$ cat src/hw/rtl/gzmh_pkg.sv
package gzmh_pkg;

    localparam logic [7:0] MAGIC_FIRST    = 8'h1F;
    localparam logic [7:0] MAGIC_SECOND   = 8'h8B;
    localparam logic [7:0] METHOD_DEFLATE = 8'd8;
    localparam logic [7:0] FLAG_FHCRC     = 8'h02;
    localparam logic [7:0] FLAG_FEXTRA    = 8'h04;
    localparam logic [7:0] FLAG_FNAME     = 8'h08;
    localparam logic [7:0] FLAG_FCOMMENT  = 8'h10;
    localparam logic [7:0] NUL_BYTE       = 8'h00;

    typedef enum logic [3:0] {
        PH_ID1     = 4'd0,
        PH_ID2     = 4'd1,
        PH_CM      = 4'd2,
        PH_FLG     = 4'd3,
        PH_MTIME   = 4'd4,
        PH_XFL     = 4'd5,
        PH_OS      = 4'd6,
        PH_XLEN    = 4'd7,
        PH_EXTRA   = 4'd8,
        PH_NAME    = 4'd9,
        PH_COMMENT = 4'd10,
        PH_HCRC    = 4'd11,
        PH_BODY    = 4'd12,
        PH_ERROR   = 4'd13
    } phase_t;

    typedef enum logic [3:0] {
        KIND_MAGIC        = 4'd0,
        KIND_METHOD       = 4'd1,
        KIND_FLAGS        = 4'd2,
        KIND_MTIME        = 4'd3,
        KIND_XFL          = 4'd4,
        KIND_OS           = 4'd5,
        KIND_XLEN         = 4'd6,
        KIND_EXTRA        = 4'd7,
        KIND_NAME         = 4'd8,
        KIND_NAME_END     = 4'd9,
        KIND_COMMENT      = 4'd10,
        KIND_COMMENT_END  = 4'd11,
        KIND_HCRC         = 4'd12,
        KIND_BODY         = 4'd13,
        KIND_ERROR        = 4'd14,
        KIND_IGNORED      = 4'd15
    } kind_t;

    typedef struct packed {
        logic [7:0] data_byte;
        logic       restart;
    } in_word_t;

    typedef struct packed {
        kind_t       field_kind;
        logic [7:0]  byte_out;
        logic        header_done;
        logic [31:0] mtime_out;
        logic [7:0]  flags_out;
        logic [15:0] extra_length_out;
        logic        error_out;
    } out_word_t;

    // first optional section at or after 'from' that the flags enable, else PH_BODY
    function automatic phase_t next_section(phase_t from, logic [7:0] flags);
        phase_t nxt;
        if (from <= PH_XLEN && (flags & FLAG_FEXTRA) != 8'h00) begin
            nxt = PH_XLEN;
        end else if (from <= PH_NAME && (flags & FLAG_FNAME) != 8'h00) begin
            nxt = PH_NAME;
        end else if (from <= PH_COMMENT && (flags & FLAG_FCOMMENT) != 8'h00) begin
            nxt = PH_COMMENT;
        end else if (from <= PH_HCRC && (flags & FLAG_FHCRC) != 8'h00) begin
            nxt = PH_HCRC;
        end else begin
            nxt = PH_BODY;
        end
        return nxt;
    endfunction

endpackage

$ cat src/hw/rtl/gzmh_in_stage.sv
module gzmh_in_stage (
    input  logic               aclk,
    input  logic               aresetn,
    input  logic               s_valid,
    output logic               s_ready,
    input  gzmh_pkg::in_word_t s_data,
    input  logic               advance,
    output logic               in_valid,
    output gzmh_pkg::in_word_t in_data
);

    logic               valid_reg;
    logic               valid_next;
    gzmh_pkg::in_word_t data_reg;

    assign s_ready    = !valid_reg || advance;
    assign valid_next = (s_valid && s_ready) || (valid_reg && !advance);

    always_ff @(posedge aclk) begin
        if (!aresetn) begin
            valid_reg <= 1'b0;
        end else begin
            valid_reg <= valid_next;
        end
    end

    always_ff @(posedge aclk) begin
        if (s_valid && s_ready) begin
            data_reg <= s_data;
        end
    end

    assign in_valid = valid_reg;
    assign in_data  = data_reg;

endmodule

$ cat src/hw/rtl/gzmh_parser.sv
module gzmh_parser (
    input  logic                aclk,
    input  logic                aresetn,
    input  logic                advance,
    input  gzmh_pkg::in_word_t  in_data,
    output gzmh_pkg::out_word_t result
);

    gzmh_pkg::phase_t phase_reg, phase_next, phase_cur;
    logic [15:0]      count_reg, count_next, count_cur, count_inc;
    logic [7:0]       flags_reg, flags_next, flags_cur;
    logic [31:0]      mtime_reg, mtime_next, mtime_cur;
    logic [15:0]      xlen_reg, xlen_next, xlen_cur, xlen_full;
    logic             err_reg, err_next, err_cur;
    logic [7:0]       b;
    gzmh_pkg::kind_t  kind;

    assign b = in_data.data_byte;

    // restart behaves as a reset applied just before this word
    always_comb begin
        if (in_data.restart) begin
            phase_cur = gzmh_pkg::PH_ID1;
            count_cur = 16'd0;
            flags_cur = 8'd0;
            mtime_cur = 32'd0;
            xlen_cur  = 16'd0;
            err_cur   = 1'b0;
        end else begin
            phase_cur = phase_reg;
            count_cur = count_reg;
            flags_cur = flags_reg;
            mtime_cur = mtime_reg;
            xlen_cur  = xlen_reg;
            err_cur   = err_reg;
        end
    end

    assign count_inc = count_cur + 16'd1;
    assign xlen_full = xlen_cur | {b, 8'h00};

    always_comb begin
        phase_next = phase_cur;
        count_next = count_cur;
        flags_next = flags_cur;
        mtime_next = mtime_cur;
        xlen_next  = xlen_cur;
        err_next   = err_cur;
        case (phase_cur)
            gzmh_pkg::PH_ID1: begin
                if (b == gzmh_pkg::MAGIC_FIRST) begin
                    phase_next = gzmh_pkg::PH_ID2;
                end else begin
                    err_next   = 1'b1;
                    phase_next = gzmh_pkg::PH_ERROR;
                end
            end
            gzmh_pkg::PH_ID2: begin
                if (b == gzmh_pkg::MAGIC_SECOND) begin
                    phase_next = gzmh_pkg::PH_CM;
                end else begin
                    err_next   = 1'b1;
                    phase_next = gzmh_pkg::PH_ERROR;
                end
            end
            gzmh_pkg::PH_CM: begin
                if (b == gzmh_pkg::METHOD_DEFLATE) begin
                    phase_next = gzmh_pkg::PH_FLG;
                end else begin
                    err_next   = 1'b1;
                    phase_next = gzmh_pkg::PH_ERROR;
                end
            end
            gzmh_pkg::PH_FLG: begin
                flags_next = b;
                count_next = 16'd0;
                phase_next = gzmh_pkg::PH_MTIME;
            end
            gzmh_pkg::PH_MTIME: begin
                mtime_next = mtime_cur | ({24'd0, b} << {count_cur[1:0], 3'b000});
                if (count_cur >= 16'd3) begin
                    count_next = 16'd0;
                    phase_next = gzmh_pkg::PH_XFL;
                end else begin
                    count_next = count_inc;
                end
            end
            gzmh_pkg::PH_XFL: begin
                phase_next = gzmh_pkg::PH_OS;
            end
            gzmh_pkg::PH_OS: begin
                count_next = 16'd0;
                phase_next = gzmh_pkg::next_section(gzmh_pkg::PH_XLEN, flags_cur);
            end
            gzmh_pkg::PH_XLEN: begin
                if (count_cur == 16'd0) begin
                    xlen_next  = {8'd0, b};
                    count_next = 16'd1;
                end else begin
                    xlen_next  = xlen_full;
                    count_next = 16'd0;
                    phase_next = (xlen_full == 16'd0)
                        ? gzmh_pkg::next_section(gzmh_pkg::PH_NAME, flags_cur)
                        : gzmh_pkg::PH_EXTRA;
                end
            end
            gzmh_pkg::PH_EXTRA: begin
                count_next = count_inc;
                if (count_inc >= xlen_cur) begin
                    count_next = 16'd0;
                    phase_next = gzmh_pkg::next_section(gzmh_pkg::PH_NAME, flags_cur);
                end
            end
            gzmh_pkg::PH_NAME: begin
                if (b == gzmh_pkg::NUL_BYTE) begin
                    phase_next = gzmh_pkg::next_section(gzmh_pkg::PH_COMMENT, flags_cur);
                end
            end
            gzmh_pkg::PH_COMMENT: begin
                if (b == gzmh_pkg::NUL_BYTE) begin
                    phase_next = gzmh_pkg::next_section(gzmh_pkg::PH_HCRC, flags_cur);
                end
            end
            gzmh_pkg::PH_HCRC: begin
                if (count_cur == 16'd0) begin
                    count_next = 16'd1;
                end else begin
                    count_next = 16'd0;
                    phase_next = gzmh_pkg::PH_BODY;
                end
            end
            gzmh_pkg::PH_BODY: begin
                phase_next = gzmh_pkg::PH_BODY;
            end
            default: begin
                phase_next = gzmh_pkg::PH_ERROR;
            end
        endcase
    end

    always_comb begin
        case (phase_cur)
            gzmh_pkg::PH_ID1, gzmh_pkg::PH_ID2: begin
                kind = (phase_next == gzmh_pkg::PH_ERROR) ? gzmh_pkg::KIND_ERROR
                                                          : gzmh_pkg::KIND_MAGIC;
            end
            gzmh_pkg::PH_CM: begin
                kind = (phase_next == gzmh_pkg::PH_ERROR) ? gzmh_pkg::KIND_ERROR
                                                          : gzmh_pkg::KIND_METHOD;
            end
            gzmh_pkg::PH_FLG:     kind = gzmh_pkg::KIND_FLAGS;
            gzmh_pkg::PH_MTIME:   kind = gzmh_pkg::KIND_MTIME;
            gzmh_pkg::PH_XFL:     kind = gzmh_pkg::KIND_XFL;
            gzmh_pkg::PH_OS:      kind = gzmh_pkg::KIND_OS;
            gzmh_pkg::PH_XLEN:    kind = gzmh_pkg::KIND_XLEN;
            gzmh_pkg::PH_EXTRA:   kind = gzmh_pkg::KIND_EXTRA;
            gzmh_pkg::PH_NAME: begin
                kind = (b == gzmh_pkg::NUL_BYTE) ? gzmh_pkg::KIND_NAME_END
                                                 : gzmh_pkg::KIND_NAME;
            end
            gzmh_pkg::PH_COMMENT: begin
                kind = (b == gzmh_pkg::NUL_BYTE) ? gzmh_pkg::KIND_COMMENT_END
                                                 : gzmh_pkg::KIND_COMMENT;
            end
            gzmh_pkg::PH_HCRC:    kind = gzmh_pkg::KIND_HCRC;
            gzmh_pkg::PH_BODY:    kind = gzmh_pkg::KIND_BODY;
            default:              kind = gzmh_pkg::KIND_IGNORED;
        endcase
    end

    always_comb begin
        result.field_kind       = kind;
        result.byte_out         = b;
        result.header_done      = (phase_next == gzmh_pkg::PH_BODY)
                               && (phase_cur != gzmh_pkg::PH_BODY);
        result.mtime_out        = mtime_next;
        result.flags_out        = flags_next;
        result.extra_length_out = xlen_next;
        result.error_out        = err_next;
    end

    always_ff @(posedge aclk) begin
        if (!aresetn) begin
            phase_reg <= gzmh_pkg::PH_ID1;
            count_reg <= 16'd0;
            flags_reg <= 8'd0;
            mtime_reg <= 32'd0;
            xlen_reg  <= 16'd0;
            err_reg   <= 1'b0;
        end else if (advance) begin
            phase_reg <= phase_next;
            count_reg <= count_next;
            flags_reg <= flags_next;
            mtime_reg <= mtime_next;
            xlen_reg  <= xlen_next;
            err_reg   <= err_next;
        end
    end

endmodule

$ cat src/hw/rtl/gzmh_out_stage.sv
module gzmh_out_stage (
    input  logic                aclk,
    input  logic                aresetn,
    input  logic                in_valid,
    input  gzmh_pkg::out_word_t load_data,
    output logic                advance,
    output logic                m_valid,
    input  logic                m_ready,
    output gzmh_pkg::out_word_t m_data
);

    logic                valid_reg;
    logic                valid_next;
    gzmh_pkg::out_word_t data_reg;

    // result register is free when empty or being drained this cycle
    assign advance    = in_valid && (!valid_reg || m_ready);
    assign valid_next = advance || (valid_reg && !m_ready);

    always_ff @(posedge aclk) begin
        if (!aresetn) begin
            valid_reg <= 1'b0;
        end else begin
            valid_reg <= valid_next;
        end
    end

    always_ff @(posedge aclk) begin
        if (advance) begin
            data_reg <= load_data;
        end
    end

    assign m_valid = valid_reg;
    assign m_data  = data_reg;

endmodule

$ cat src/hw/rtl/gzip_member_header_parser.sv
// gzip member header parser. Takes one stream byte per word and returns one
// classified word per byte, in order: magic, method, flags, mtime, xfl, os,
// then the optional extra field, name, comment and header CRC as the flags
// select, then body bytes until restart. Bad magic or method sets a sticky
// error that only reset or a restart word clears, and later bytes are classed
// as ignored. Throughput is one word per clock while the output is not
// stalled. The word sits in the input register while the combinational parse
// step runs; the result register takes it once free. Both sides are valid/ready;
// the input side accepts while a result waits, until both registers are full.
module gzip_member_header_parser (
    input  logic                aclk,
    input  logic                aresetn,
    input  logic                s_valid,
    output logic                s_ready,
    input  gzmh_pkg::in_word_t  s_data,
    output logic                m_valid,
    input  logic                m_ready,
    output gzmh_pkg::out_word_t m_data
);

    logic                advance;
    logic                in_valid;
    gzmh_pkg::in_word_t  in_data;
    gzmh_pkg::out_word_t result;

    gzmh_in_stage u_in (
        .aclk     (aclk),
        .aresetn  (aresetn),
        .s_valid  (s_valid),
        .s_ready  (s_ready),
        .s_data   (s_data),
        .advance  (advance),
        .in_valid (in_valid),
        .in_data  (in_data)
    );

    gzmh_parser u_parser (
        .aclk    (aclk),
        .aresetn (aresetn),
        .advance (advance),
        .in_data (in_data),
        .result  (result)
    );

    gzmh_out_stage u_out (
        .aclk      (aclk),
        .aresetn   (aresetn),
        .in_valid  (in_valid),
        .load_data (result),
        .advance   (advance),
        .m_valid   (m_valid),
        .m_ready   (m_ready),
        .m_data    (m_data)
    );

endmodule

$ cat config.mk
export PLATFORM = sky130hd
export DESIGN_NAME = gzip_member_header_parser
export DESIGN_NICKNAME = d
export VERILOG_FILES = /design/src/hw/rtl/gzmh_pkg.sv /design/src/hw/rtl/gzmh_in_stage.sv /design/src/hw/rtl/gzmh_parser.sv /design/src/hw/rtl/gzmh_out_stage.sv /design/src/hw/rtl/gzip_member_header_parser.sv
export SDC_FILE = /design/constraint.sdc
export NUM_CORES = 1
export LEC_CHECK = 0
export ABC_AREA = 1
export BUFFER_PORTS_ARGS = -buffer_cell sky130_fd_sc_hd__buf_2
export CORE_MARGIN = 5
export CORE_UTILIZATION = 27
export DETAILED_ROUTE_END_ITERATION = 16
export SLEW_MARGIN = 20
export SYNTH_ARGS = -nofsm -noshare
export SYNTH_HDL_FRONTEND = slang
export SYNTH_SLANG_ARGS = --single-unit
export TNS_END_PERCENT = 20
$ cat constraint.sdc
create_clock -name aclk -period 5.6 [get_ports aclk]
set_clock_uncertainty 0.2 [all_clocks]
set_input_delay 1.68 -clock aclk [delete_from_list [all_inputs] [get_ports aclk]]
set_output_delay 1.68 -clock aclk [all_outputs]
set_load 0.05 [all_outputs]
==> summary.txt, run 1 <==
Power and ir drop
  • Sw Share: 29.3%
  • Clock power frac: about two fifths
  • Comb pwr share: 14.0%
  • Power after layout: 2.93 mW
  • PwrDens: 309 nW/um^2
  • Seq pwr share: between 40% and 50%
  • Psw: 0.859 mW
  • Worst vdd ir: between 0.15 and 0.2 mV
  • Internal: between 2 and 2.5 mW
  • Leakage: ~4.4 nW

Synth
  • Synth Flop Type: edfxtp_1
  • Yosys top cell by area: edfxtp_1
  • Yosys top cell area share: 29.2%
  • Most frequent cells after synthesis: inv_1 (179), nand2_1 (163), dfxtp_1 (79), edfxtp_1 (79), nor2_1 (78)
  • Count leader, synth: inv_1
  • Cell Area, Synth: 8130 sq um
  • Yosys warnings: 0
  • Ys async rst share: 0%
  • Sequential cell area fraction in the yosys report: between 40 and 50%
  • Synthesized Nets: approximately 1,100
  • Yosys reg bits: between 150 and 200
  • Largest cells by area after synthesis: edfxtp_1 (29%), dfxtp_1 (19%), inv_1 (8.3%)
  • Yosys cell types: 37
  • Mapped Avg Cell Area: approximately 8 sq um
  • EDFF count, synth: between 70 and 80
  • Synthesized instance count: about 1,000

Clock tree
  • # resized after CTS: 0
  • CTS sink count: between 150 and 200
  • TritonCTS Buffers: 17
  • Clk_lat worst skew: roughly 0.43 ns
  • Clock root cell: clkbuf_16
  • Clk pin slew, worst setup/hold paths: ~0.070 ns
  • CTS tree: built
  • Clock tree buffer depth: 2
  • H-tree depth: 4
  • Post-CTS setup buffers: 0
  • Hold Buf Count CTS: 0

Detailed routing
  • Vias: 6,983
  • Number of remaining DRC errors: 0
  • Average wire per cell in the routed design: between 15 and 20 um
  • Routed Antenna Nets: 0
  • DR iter-0 viols: roughly 630
  • Vias/cell: ~4.7
  • Drt pass-1 iters: 5
  • Drt total wl: 22,300 um

STA
  • RSZ-0062 raised after global routing: false
  • Final Hold Fails: 0
  • Fin crit share: 72.5%
  • Worst slew margin: 35.6%
  • Minimum clock period: a little over 4 ns
  • Final setup violation count: 0
  • Setup tns final: 0 ns
  • Hold slack: ~0.28 ns
  • Max-slew violation count: 0
  • Worst slew pin tran: about 0.97 ns
  • Peak Freq: roughly 250 MHz

Floorplanning
  • Die Wd: about 180 um
  • Starting Density: between 20% and 30%
  • Row cnt: 63
  • Die Y: around 180 um
  • Die area: ~34,000 sq um
  • IO Count: 85
  • Core area: between 20,000 and 30,000 sq um

GRT
  • Vias in the first global route: roughly 6,500
  • Pin count of the biggest net entering global routing: about 100
  • First-pass GRT wire length: ~36,000 um
  • Tot GR Track Use: 13.2%
  • Total grt overflow: 0
  • Initial antenna violation count: 2

Placement
  • PortBufs: 84
  • HPWL Detailed: ~16,000 um
  • Final Wtd Congestion: 0.918
  • Placed cell areas: around 8900 sq um

Final layout
  • Design area: about 9500 sq um
  • Share of layout cells above drive strength 1: 16.4%
  • Final Core Density: a little under a third
  • Max reg flops: 70
  • Area growth syn-to-layout: 16.7%
  • Diodes inserted: 0
  • Fin nets: roughly 1,100

Critical path
  • Reg-to-reg endpoint: u_parser.count_reg[13]
  • CP peak stage delay: roughly 0.23 ns
  • Reg2Reg Depth: 20
  • Critical path's most frequent cell: buf_2
  • Reg2Reg Setup Slack: 1.55 ns
  • Worst-path cell chain: buf_2, inv_1, nand3_1, buf_2
  • Critical Path RT: approximately 3.7 ns
  • CP max FO: 3
  • CP max stage cell: buf_2
  • Critical Path Sink Type: primary output
  • WS Path Type: input pin to primary output
  • Critical Path AT: around 2.2 ns
  • Setup crit start kind: input pin
  • Worst reg2reg startpoint: u_in.in_data[0]

Hold path
  • Worst Hold Endpoint: u_parser.count_reg[15]
  • Hold Path Depth: 2
  • HP Start: u_parser.count_reg[15]
  • Hold crit path type: flip-flop to flip-flop

Outcome
  • Status: finished, final reports clean

Job
  • Max Cap Viol: 0
routing by layer:
metal | track usage [%] | vias to the layer above | wire length (um)
li1 | - | 3484 | -
met1 | 18.3 | 3241 | 10500
met2 | 20.8 | 219 | 10100
met3 | 2.69 | 37 | 1270
met4 | 3.75 | 2 | 354
met5 | 0 | - | 7
cells in the final DEF, fill, tap and decap left out, types with 2 or more instances in the layout:
cell type / n
dfxtp_1: 79
edfxtp_1: 79
nand4_1: 12
o21ai_2: 11
buf_4: 5
o22ai_1: 30
nor3_1: 8
clkinv_4: 2
o21ai_0: 76
nor2_2: 8
ha_1: 18
nor2_1: 78
inv_6: 6
clkinv_8: 2
clkbuf_16: 17
o21ai_1: 22
inv_1: 179
nand2_1: 162
bufinv_16: 2
nand3_2: 2
xor2_1: 10
nand3_1: 76
nor2_4: 4
nand2_4: 3
nand2_2: 17
a31oi_1: 9
inv_2: 8
a21oi_1: 74
buf_2: 84
power by group through the flow:
stage	combinational (mW)	clock, mW	sequential (mW)
6_report	0.411	1.19	1.33
5_1_grt	0.453	1.26	1.33
4_1_cts	0.413	1.22	1.33
3_5_place_dp	0.411	0	1.35
3_3_place_gp	0.406	0	1.35
2_1_floorplan	0.229	0	1.43
worst max-delay path, delay by kind of cell:
family                 cells  cell delay [ns]
buffers and inverters      3             0.40
and+or+nand+nor            1             0.10
cells by family after synthesis:
group / Yosys count / synth area share [%]
DFF: 158 / 48.6
xor gates and xnor gates: 10 / 1.08
and+or+nand+nor: 374 / 20.9
AOI/OAI and AO/OA: 226 / 15.2
buffers and inverters: 233 / 11.4
adders and majority gates: 18 / 2.77
worst max-delay path by stage:
stage / start / cells after the start / endpoint / slack [ns]
floorplan: m_ready / 5 / u_out.m_data[0] / 0.85
global placement: m_ready / 4 / s_ready / 1.56
detailed placement: m_ready / 4 / s_ready / 1.54
CTS: u_in.in_data[0] / 21 / u_parser.count_reg[13] / 1.53
global route: u_in.in_data[0] / 21 / u_parser.count_reg[0] / 1.20
finish: m_ready / 4 / s_ready / 1.54
area by class of cell:
type / count / area, sq um
clock buffers: 18 / 439
clock inverters: 14 / 175
fillers: 3120 / 20200
inverters: 190 / 723
multi-input cells: 628 / 3250
flip-flops and latches: 158 / 3950
well taps: 390 / 488
repair buffers: 89 / 458
metrics by stage:
| step | setup slack, ns | instances |
|---|---|---|
| 2_1_floorplan | 0.850 | 1019 |
| 3_3_place_gp | 1.56 | 1455 |
| 3_5_place_dp | 1.54 | 1455 |
| 4_1_cts | 1.53 | 1487 |
| 5_1_grt | 1.20 | 1487 |
| 6_report | 1.54 | 1487 |
Power figures use the tool's default switching activity.
==> inputs of run 2 (changes only) <==
- clock period: 5.6 -> 3.7 ns (I/O delays scaled with it)
==> run 2 against run 1 <==
Compared with the run above:
- die area stayed put
- clock power is 48% higher
- non-clock buffer count is 14 higher
- flip-flop and latch count stayed put
- setup slack worse by 1.2 ns
- critical path type is now flip-flop to flip-flop
==> summary.txt, run 2 (synthesis gave the netlist of run 1 again) <==
Hold path
  • HP Start: u_parser.count_reg[14]
  • Worst Hold Endpoint: u_parser.count_reg[14]
  • Hold crit path type: flip-flop to flip-flop
  • Hold Path Depth: 2

Detailed routing
  • Number of remaining DRC errors: 0
  • Routed Antenna Nets: 0
  • Drt pass-1 iters: 5
  • Drt total wl: 23,000 um
  • Average wire per cell in the routed design: between 15 and 20 um
  • DR iter-0 viols: 585
  • Vias: around 7,000
  • Vias/cell: approximately 4.6

Critical path
  • CP top delay family: simple AND/OR/NAND/NOR gates
  • Crit path buf inv count: 4
  • Critical Path Sink Type: flip-flop
  • Reg2Reg Setup Slack: between 0.2 and 0.3 ns
  • Critical path depth: 20
  • CP peak stage delay: between 0.4 and 0.5 ns
  • Worst-path cell chain: buf_4, nor2_2, ha_1, inv_1, nor3_4, nand3_1, xor2_1, inv_1, ha_1, nand2_1, inv_1, nand2_1, a21oi_1, nor2_1, nand2_1, nand2_1, nand2_1, nand2_1, nand3_1, nor2_1
  • Setup crit start kind: flip-flop
  • Critical path's most frequent cell: nand2_1
  • WS Path Type: flip-flop to flip-flop
  • Critical Path RT: approximately 3.7 ns
  • CP max stage cell: edfxtp_1
  • Worst reg2reg startpoint: u_in.in_data[0]
  • Critical Path AT: 3.39 ns
  • Reg-to-reg endpoint: u_out.m_data[57]
  • CP max FO: 13
  • Reg2Reg Depth: 20

Clock tree
  • CTS sink count: between 150 and 200
  • TritonCTS Buffers: 17
  • Hold Buf Count CTS: 0
  • Clock root cell: clkbuf_16
  • CTS tree: built
  • H-tree depth: 4
  • Clk_lat worst skew: roughly 0.43 ns
  • Clk pin slew, worst setup/hold paths: 0.07 ns
  • Clock tree buffer depth: 2

Final layout
  • Max reg flops: 70
  • Commonest non-fill, non-tap cell in the layout: inv_1
  • Area growth syn-to-layout: 18.2%
  • Most frequent cells in the layout: inv_1 (178), nand2_1 (161), buf_2 (84)
  • Fin nets: roughly 1,100
  • Multi-input gate area: between 3000 and 4000 sq um
  • FILL cells: 3,143
  • Share of layout cells above drive strength 1: 17.9%
  • Final Core Density: 32.3%
  • FF/Latch Area: between 3000 and 4000 sq um
  • Finished Layout Cells: between 1,500 and 2,000
  • Design area: roughly 9600 sq um
  • Diodes inserted: 0

GRT
  • Total grt overflow: 0
  • Pin count of the biggest net entering global routing: 101
  • Vias in the first global route: 6,530
  • Tot GR Track Use: between 10 and 15%
  • First-pass GRT wire length: approximately 36,000 um
  • Initial antenna violation count: 1

STA
  • Setup tns final: 0 ns
  • Final setup violation count: 0
  • Max-slew violation count: 0
  • RSZ-0062 raised after global routing: false
  • Minimum clock period: 3.41 ns
  • Peak Freq: about 290 MHz
  • Worst slew margin: 34.5%
  • Final worst slack: roughly 0.29 ns
  • Final Hold Fails: 0
  • Hold slack: 0.268 ns
  • Fin crit share: approximately 92%
  • Worst slew pin tran: ~0.98 ns

Power and ir drop
  • Power after layout: between 4 and 5 mW
  • Worst vdd ir: about 0.20 mV
  • PwrDens: between 400 and 500 nW/um^2
  • Leakage: roughly 4.4 nW

Placement
  • PortBufs: 84
  • Dpl ws: 0.137 ns
  • HPWL Detailed: ~16,000 um
  • Cell Count Post-Placement: 1,468
  • Final Wtd Congestion: 0.903
  • Placed cell areas: 9000 sq um

Floorplanning
  • Starting Density: around 27%
  • Die Y: about 180 um
  • Row cnt: 63
  • Die Wd: approximately 180 um
  • IO Count: 85
  • Core area: slightly below 30,000 sq um
  • Die area: around 34,000 sq um

Outcome
  • Status: finished, final reports clean

Job
  • Max Cap Viol: 0
==> run 2: changes by cell type in the layout (fill, tap and decap cells not counted), moves of 2 or more <==
cell / change
buf_4: +12
clkinvlp_4: +2
buf_12: +2
nor2_2: +2
nor2_1: -2
inv_8: +2
==> run 2: what timing repair did <==
action                                  in CTS  in global routing
endpoints found under the setup margin       0                 17
gates resized for setup                      0                  6
endpoints found under the hold margin        0                  0
buffers inserted                             0                  1
==> run 2: how the worst max path moves through the flow <==
| stage | from | endpoint | slack (ns) |
|---|---|---|---|
| after floorplan | u_in.in_data[0] | u_out.m_data[57] | 0.25 |
| after global placement | u_in.in_data[0] | u_parser.count_reg[0] | 0.20 |
| after detailed placement | u_in.in_data[0] | u_parser.count_reg[13] | 0.14 |
| after CTS | u_in.in_data[0] | u_parser.count_reg[13] | 0.09 |
| after global routing | u_in.in_data[0] | u_out.m_data[57] | 0.02 |
| final | u_in.in_data[0] | u_out.m_data[57] | 0.29 |
==> run 2: area by class of cell <==
cell class | count | area share [%]
well taps | 390 | 5.08
multi-input cells | 628 | 34.0
inverters | 190 | 7.53
clock buffers | 18 | 4.57
repair buffers | 103 | 6.12
flip-flops and latches | 158 | 41.1
clock inverters | 14 | 1.55
==> run 2: power breakdown <==
group	internal [mW]	switching (mW)	total, mW
sequential	1.95	0.0559	2.00
combinational	0.166	0.483	0.649
clock	0.969	0.789	1.76
total	3.08	1.33	4.41
==> run 2: routing by layer <==
metal / up-vias / GRT usage [%] / share of wire, %
li1: 3516 / - / -
met1: 3245 / 18.9 / 48
met2: 182 / 21.7 / 46
met3: 22 / 2.71 / 5.3
met4: 2 / 3.67 / 1.2
met5: - / 0 / 0.087
==> run 2: worst min-delay path, stage by stage, from the launching register on <==
cell and delay, ns:
dfxtp_1 0.31, nand2_1 0.06, a21oi_1 0.05
==> inputs of run 3 (changes only) <==
- ABC_AREA: 1 -> default
==> run 3 against run 2 <==
Compared with the run above:
- the run now ends with negative setup slack left
- worst hold slack lost 0.015 ns
- total power shrank 2.3%
- die area shrank 7.9%
- critical path type unchanged
- via count shrank 11%
==> summary.txt, run 3 <==
Critical path
  • Critical Path Sink Type: flip-flop
  • Worst reg2reg startpoint: u_in.in_data[0]
  • Critical Path AT: about 4.0 ns
  • Reg2Reg Setup Slack: -0.18 ns
  • WS Path Type: flip-flop to flip-flop
  • Reg-to-reg endpoint: u_parser.phase_reg[0]
  • Setup crit start kind: flip-flop
  • CP max FO: 4
  • Critical Path RT: roughly 3.8 ns
  • Reg2Reg Depth: 19

Clock tree
  • Clk pin slew, worst setup/hold paths: around 0.07 ns
  • H-tree depth: 4
  • CTS tree: built
  • Clock root cell: clkbuf_16
  • TritonCTS Buffers: 17
  • CTS sink count: ~160
  • Clock tree buffer depth: 2
  • Clk_lat worst skew: about 0.43 ns

Placement
  • PortBufs: 84
  • HPWL Detailed: around 14,000 um
  • Cell Count Post-Placement: 1,209
  • Dpl ws: -0.592 ns
  • Final Wtd Congestion: 0.907

Synth
  • Yosys cell types: 67
  • Yosys top cell area share: about a third
  • Synthesized instance count: 786
  • Yosys warnings: 0
  • EDFF count, synth: roughly 80
  • Sequential cell area fraction in the yosys report: a little over half
  • Synthesized Nets: between 800 and 900
  • Yosys top cell by area: edfxtp_1
  • Yosys reg bits: around 160
  • Most frequent cells after synthesis: nand2_1 (108), nor2_1 (106), dfxtp_1 (79), edfxtp_1 (79), a21oi_1 (52)
  • Count leader, synth: nand2_1
  • Mapped Avg Cell Area: between 9 and 10 sq um
  • Ys async rst share: 0%
  • Largest cells by area after synthesis: edfxtp_1 (32%), dfxtp_1 (21%), nand2_1 (5.4%)
  • Cell Area, Synth: 7450 sq um
  • Synth Flop Type: edfxtp_1

Final layout
  • Most frequent cells in the layout: nand2_1 (105), nor2_1 (103), buf_2 (84)
  • Fin nets: ~930
  • Commonest non-fill, non-tap cell in the layout: nand2_1
  • Finished Layout Cells: 1,254
  • Share of layout cells above drive strength 1: 24.9%
  • Max reg flops: 70
  • Diodes inserted: 0
  • Area growth syn-to-layout: 24.9%
  • Final Core Density: 34.4%

Power and ir drop
  • Leakage: about 3.5 nW
  • Power after layout: between 4 and 5 mW
  • Comb pwr share: 11.3%
  • Clock power frac: between 40% and 50%
  • PwrDens: ~460 nW/um^2
  • Sw Share: about a quarter
  • Seq pwr share: roughly 46%
  • Worst vdd ir: roughly 0.25 mV
  • Psw: roughly 1.1 mW
  • Internal: 3.19 mW

GRT
  • Initial antenna violation count: 1
  • Pin count of the biggest net entering global routing: 93
  • Tot GR Track Use: 13.4%
  • First-pass GRT wire length: about 33,000 um
  • Total grt overflow: 0
  • Vias in the first global route: approximately 5,900

Detailed routing
  • Number of remaining DRC errors: 0
  • Drt pass-1 iters: 5
  • Vias/cell: about 4.9
  • Routed Antenna Nets: 0
  • DR iter-0 viols: approximately 480
  • Drt total wl: roughly 21,000 um
  • Vias: approximately 6,200
  • Average wire per cell in the routed design: between 15 and 20 um

STA
  • Worst slew pin tran: around 0.71 ns
  • Worst slew margin: about 53%
  • RSZ-0062 raised after global routing: true
  • Fin crit share: 105%
  • Final setup violation count: 19
  • Minimum clock period: a little under 4 ns
  • Final worst slack: -0.180 ns
  • Max-slew violation count: 0
  • Peak Freq: 258 MHz
  • Final Hold Fails: 0

Floorplanning
  • Row cnt: 60
  • Core area: ~27,000 sq um
  • Die area: approximately 31,000 sq um
  • IO Count: 85
  • Starting Density: 27.6%
  • Die Y: 176 um
  • Die Wd: about 180 um

Hold path
  • Worst Hold Endpoint: u_parser.mtime_reg[16]
  • HP Start: u_parser.mtime_reg[16]
  • Hold crit path type: flip-flop to flip-flop
  • Hold Path Depth: 2

Job
  • Max Cap Viol: 0

Outcome
  • Failing checks: negative setup slack
  • Status: finished with violations
run 3: cell count changes in the layout (fill, tap and decap cells not counted), sizes merged, moves of 20 or more:
cell	previous run	this run
a211oi	1	21
a21oi	75	53
a22o	0	22
buf	103	149
inv	196	32
nand2	182	109
nand3	78	10
nor3	10	33
o21ai	109	46
o22ai	30	1
run 3: logic make-up (layout without fill, tap and decap cells):
kind of cell	count (synthesis)	after routing	synth area share, %
mux	3	3	0.453
simple gates	326	326	21.0
compound gates	180	180	15.7
xor+xnor	16	16	1.88
flops	158	158	53.1
buf+inv	85	212	4.85
fa+ha+maj	18	18	3.02
run 3: per-stage QoR:
stage | hold WS (ns) | TNS [ns] | area (sq um)
floorplan | 0.221 | -5.09 | 7450
global placement | 0.241 | -4.70 | 8470
detailed placement | 0.248 | -6.60 | 8470
CTS | 0.257 | -1.77 | 9270
global route | 0.273 | -5.80 | 9300
finish | 0.253 | -1.95 | 9300
run 3: worst max path at each step:
| stage | slack, ns | to | start |
|---|---|---|---|
| 3_5_place_dp | -0.59 | u_out.m_data[57] | u_in.in_data[0] |
| 6_report | -0.18 | u_parser.phase_reg[0] | u_in.in_data[0] |
| 5_1_grt | -0.39 | u_parser.phase_reg[0] | u_in.in_data[0] |
| 2_1_floorplan | -0.49 | u_out.m_data[57] | u_in.in_data[0] |
| 3_3_place_gp | -0.43 | u_out.m_data[57] | u_in.in_data[0] |
| 4_1_cts | -0.26 | u_out.m_data[57] | u_in.in_data[0] |
run 3: layout make-up:
| class | instances | area, sq um |
|---|---|---|
| tap | 341 | 427 |
| inverter | 31 | 119 |
| sequential | 158 | 3950 |
| clock inverter | 10 | 163 |
| clock buffer | 22 | 444 |
| fill | 2715 | 17700 |
| timing repair buffer | 149 | 952 |
| multi-input combinational | 543 | 3240 |
run 3: worst max-delay path, cell delays in order (launching register included):
cell and delay [ns]:
edfxtp_1 0.47, nor2b_2 0.17, ha_2 0.21, nand3_2 0.09
or3_4 0.36, nor4_4 0.18, nand3_1 0.14, xor2_1 0.18
nor2_1 0.15, ha_1 0.27, nand2_2 0.11, buf_6 0.11
nor2_4 0.03, a21oi_2 0.12, nand3_2 0.12, buf_6 0.15
a32oi_2 0.19, o211ai_1 0.16, buf_4 0.17, o21ba_4 0.17
run 3: power groups by stage:
| stage | sequential (mW) | clock [mW] | combinational (mW) |
|---|---|---|---|
| CTS | 1.98 | 1.89 | 0.488 |
| detailed placement | 2.01 | 0 | 0.476 |
| global route | 1.98 | 1.97 | 0.526 |
| finish | 1.97 | 1.85 | 0.487 |
| floorplan | 2.11 | 0 | 0.234 |
| global placement | 2.01 | 0 | 0.472 |
run 3: repair_timing:
action	in CTS	in global routing
gates resized for setup	22	7
pin swaps	19	12
hold buffers	0	0
setup buffers	13	2
setup endpoints to repair	20	20
hold endpoints to repair	0	0
run 3: routing by layer:
| metal | share of wire (%) | global-route usage [%] | vias to the layer above |
|---|---|---|---|
| met5 | 0.053 | 0 | - |
| met4 | 2.3 | 4.71 | 2 |
| met3 | 5.8 | 3.47 | 34 |
| met2 | 46 | 21.1 | 177 |
| met1 | 46 | 18.0 | 2942 |
| li1 | - | - | 3014 |
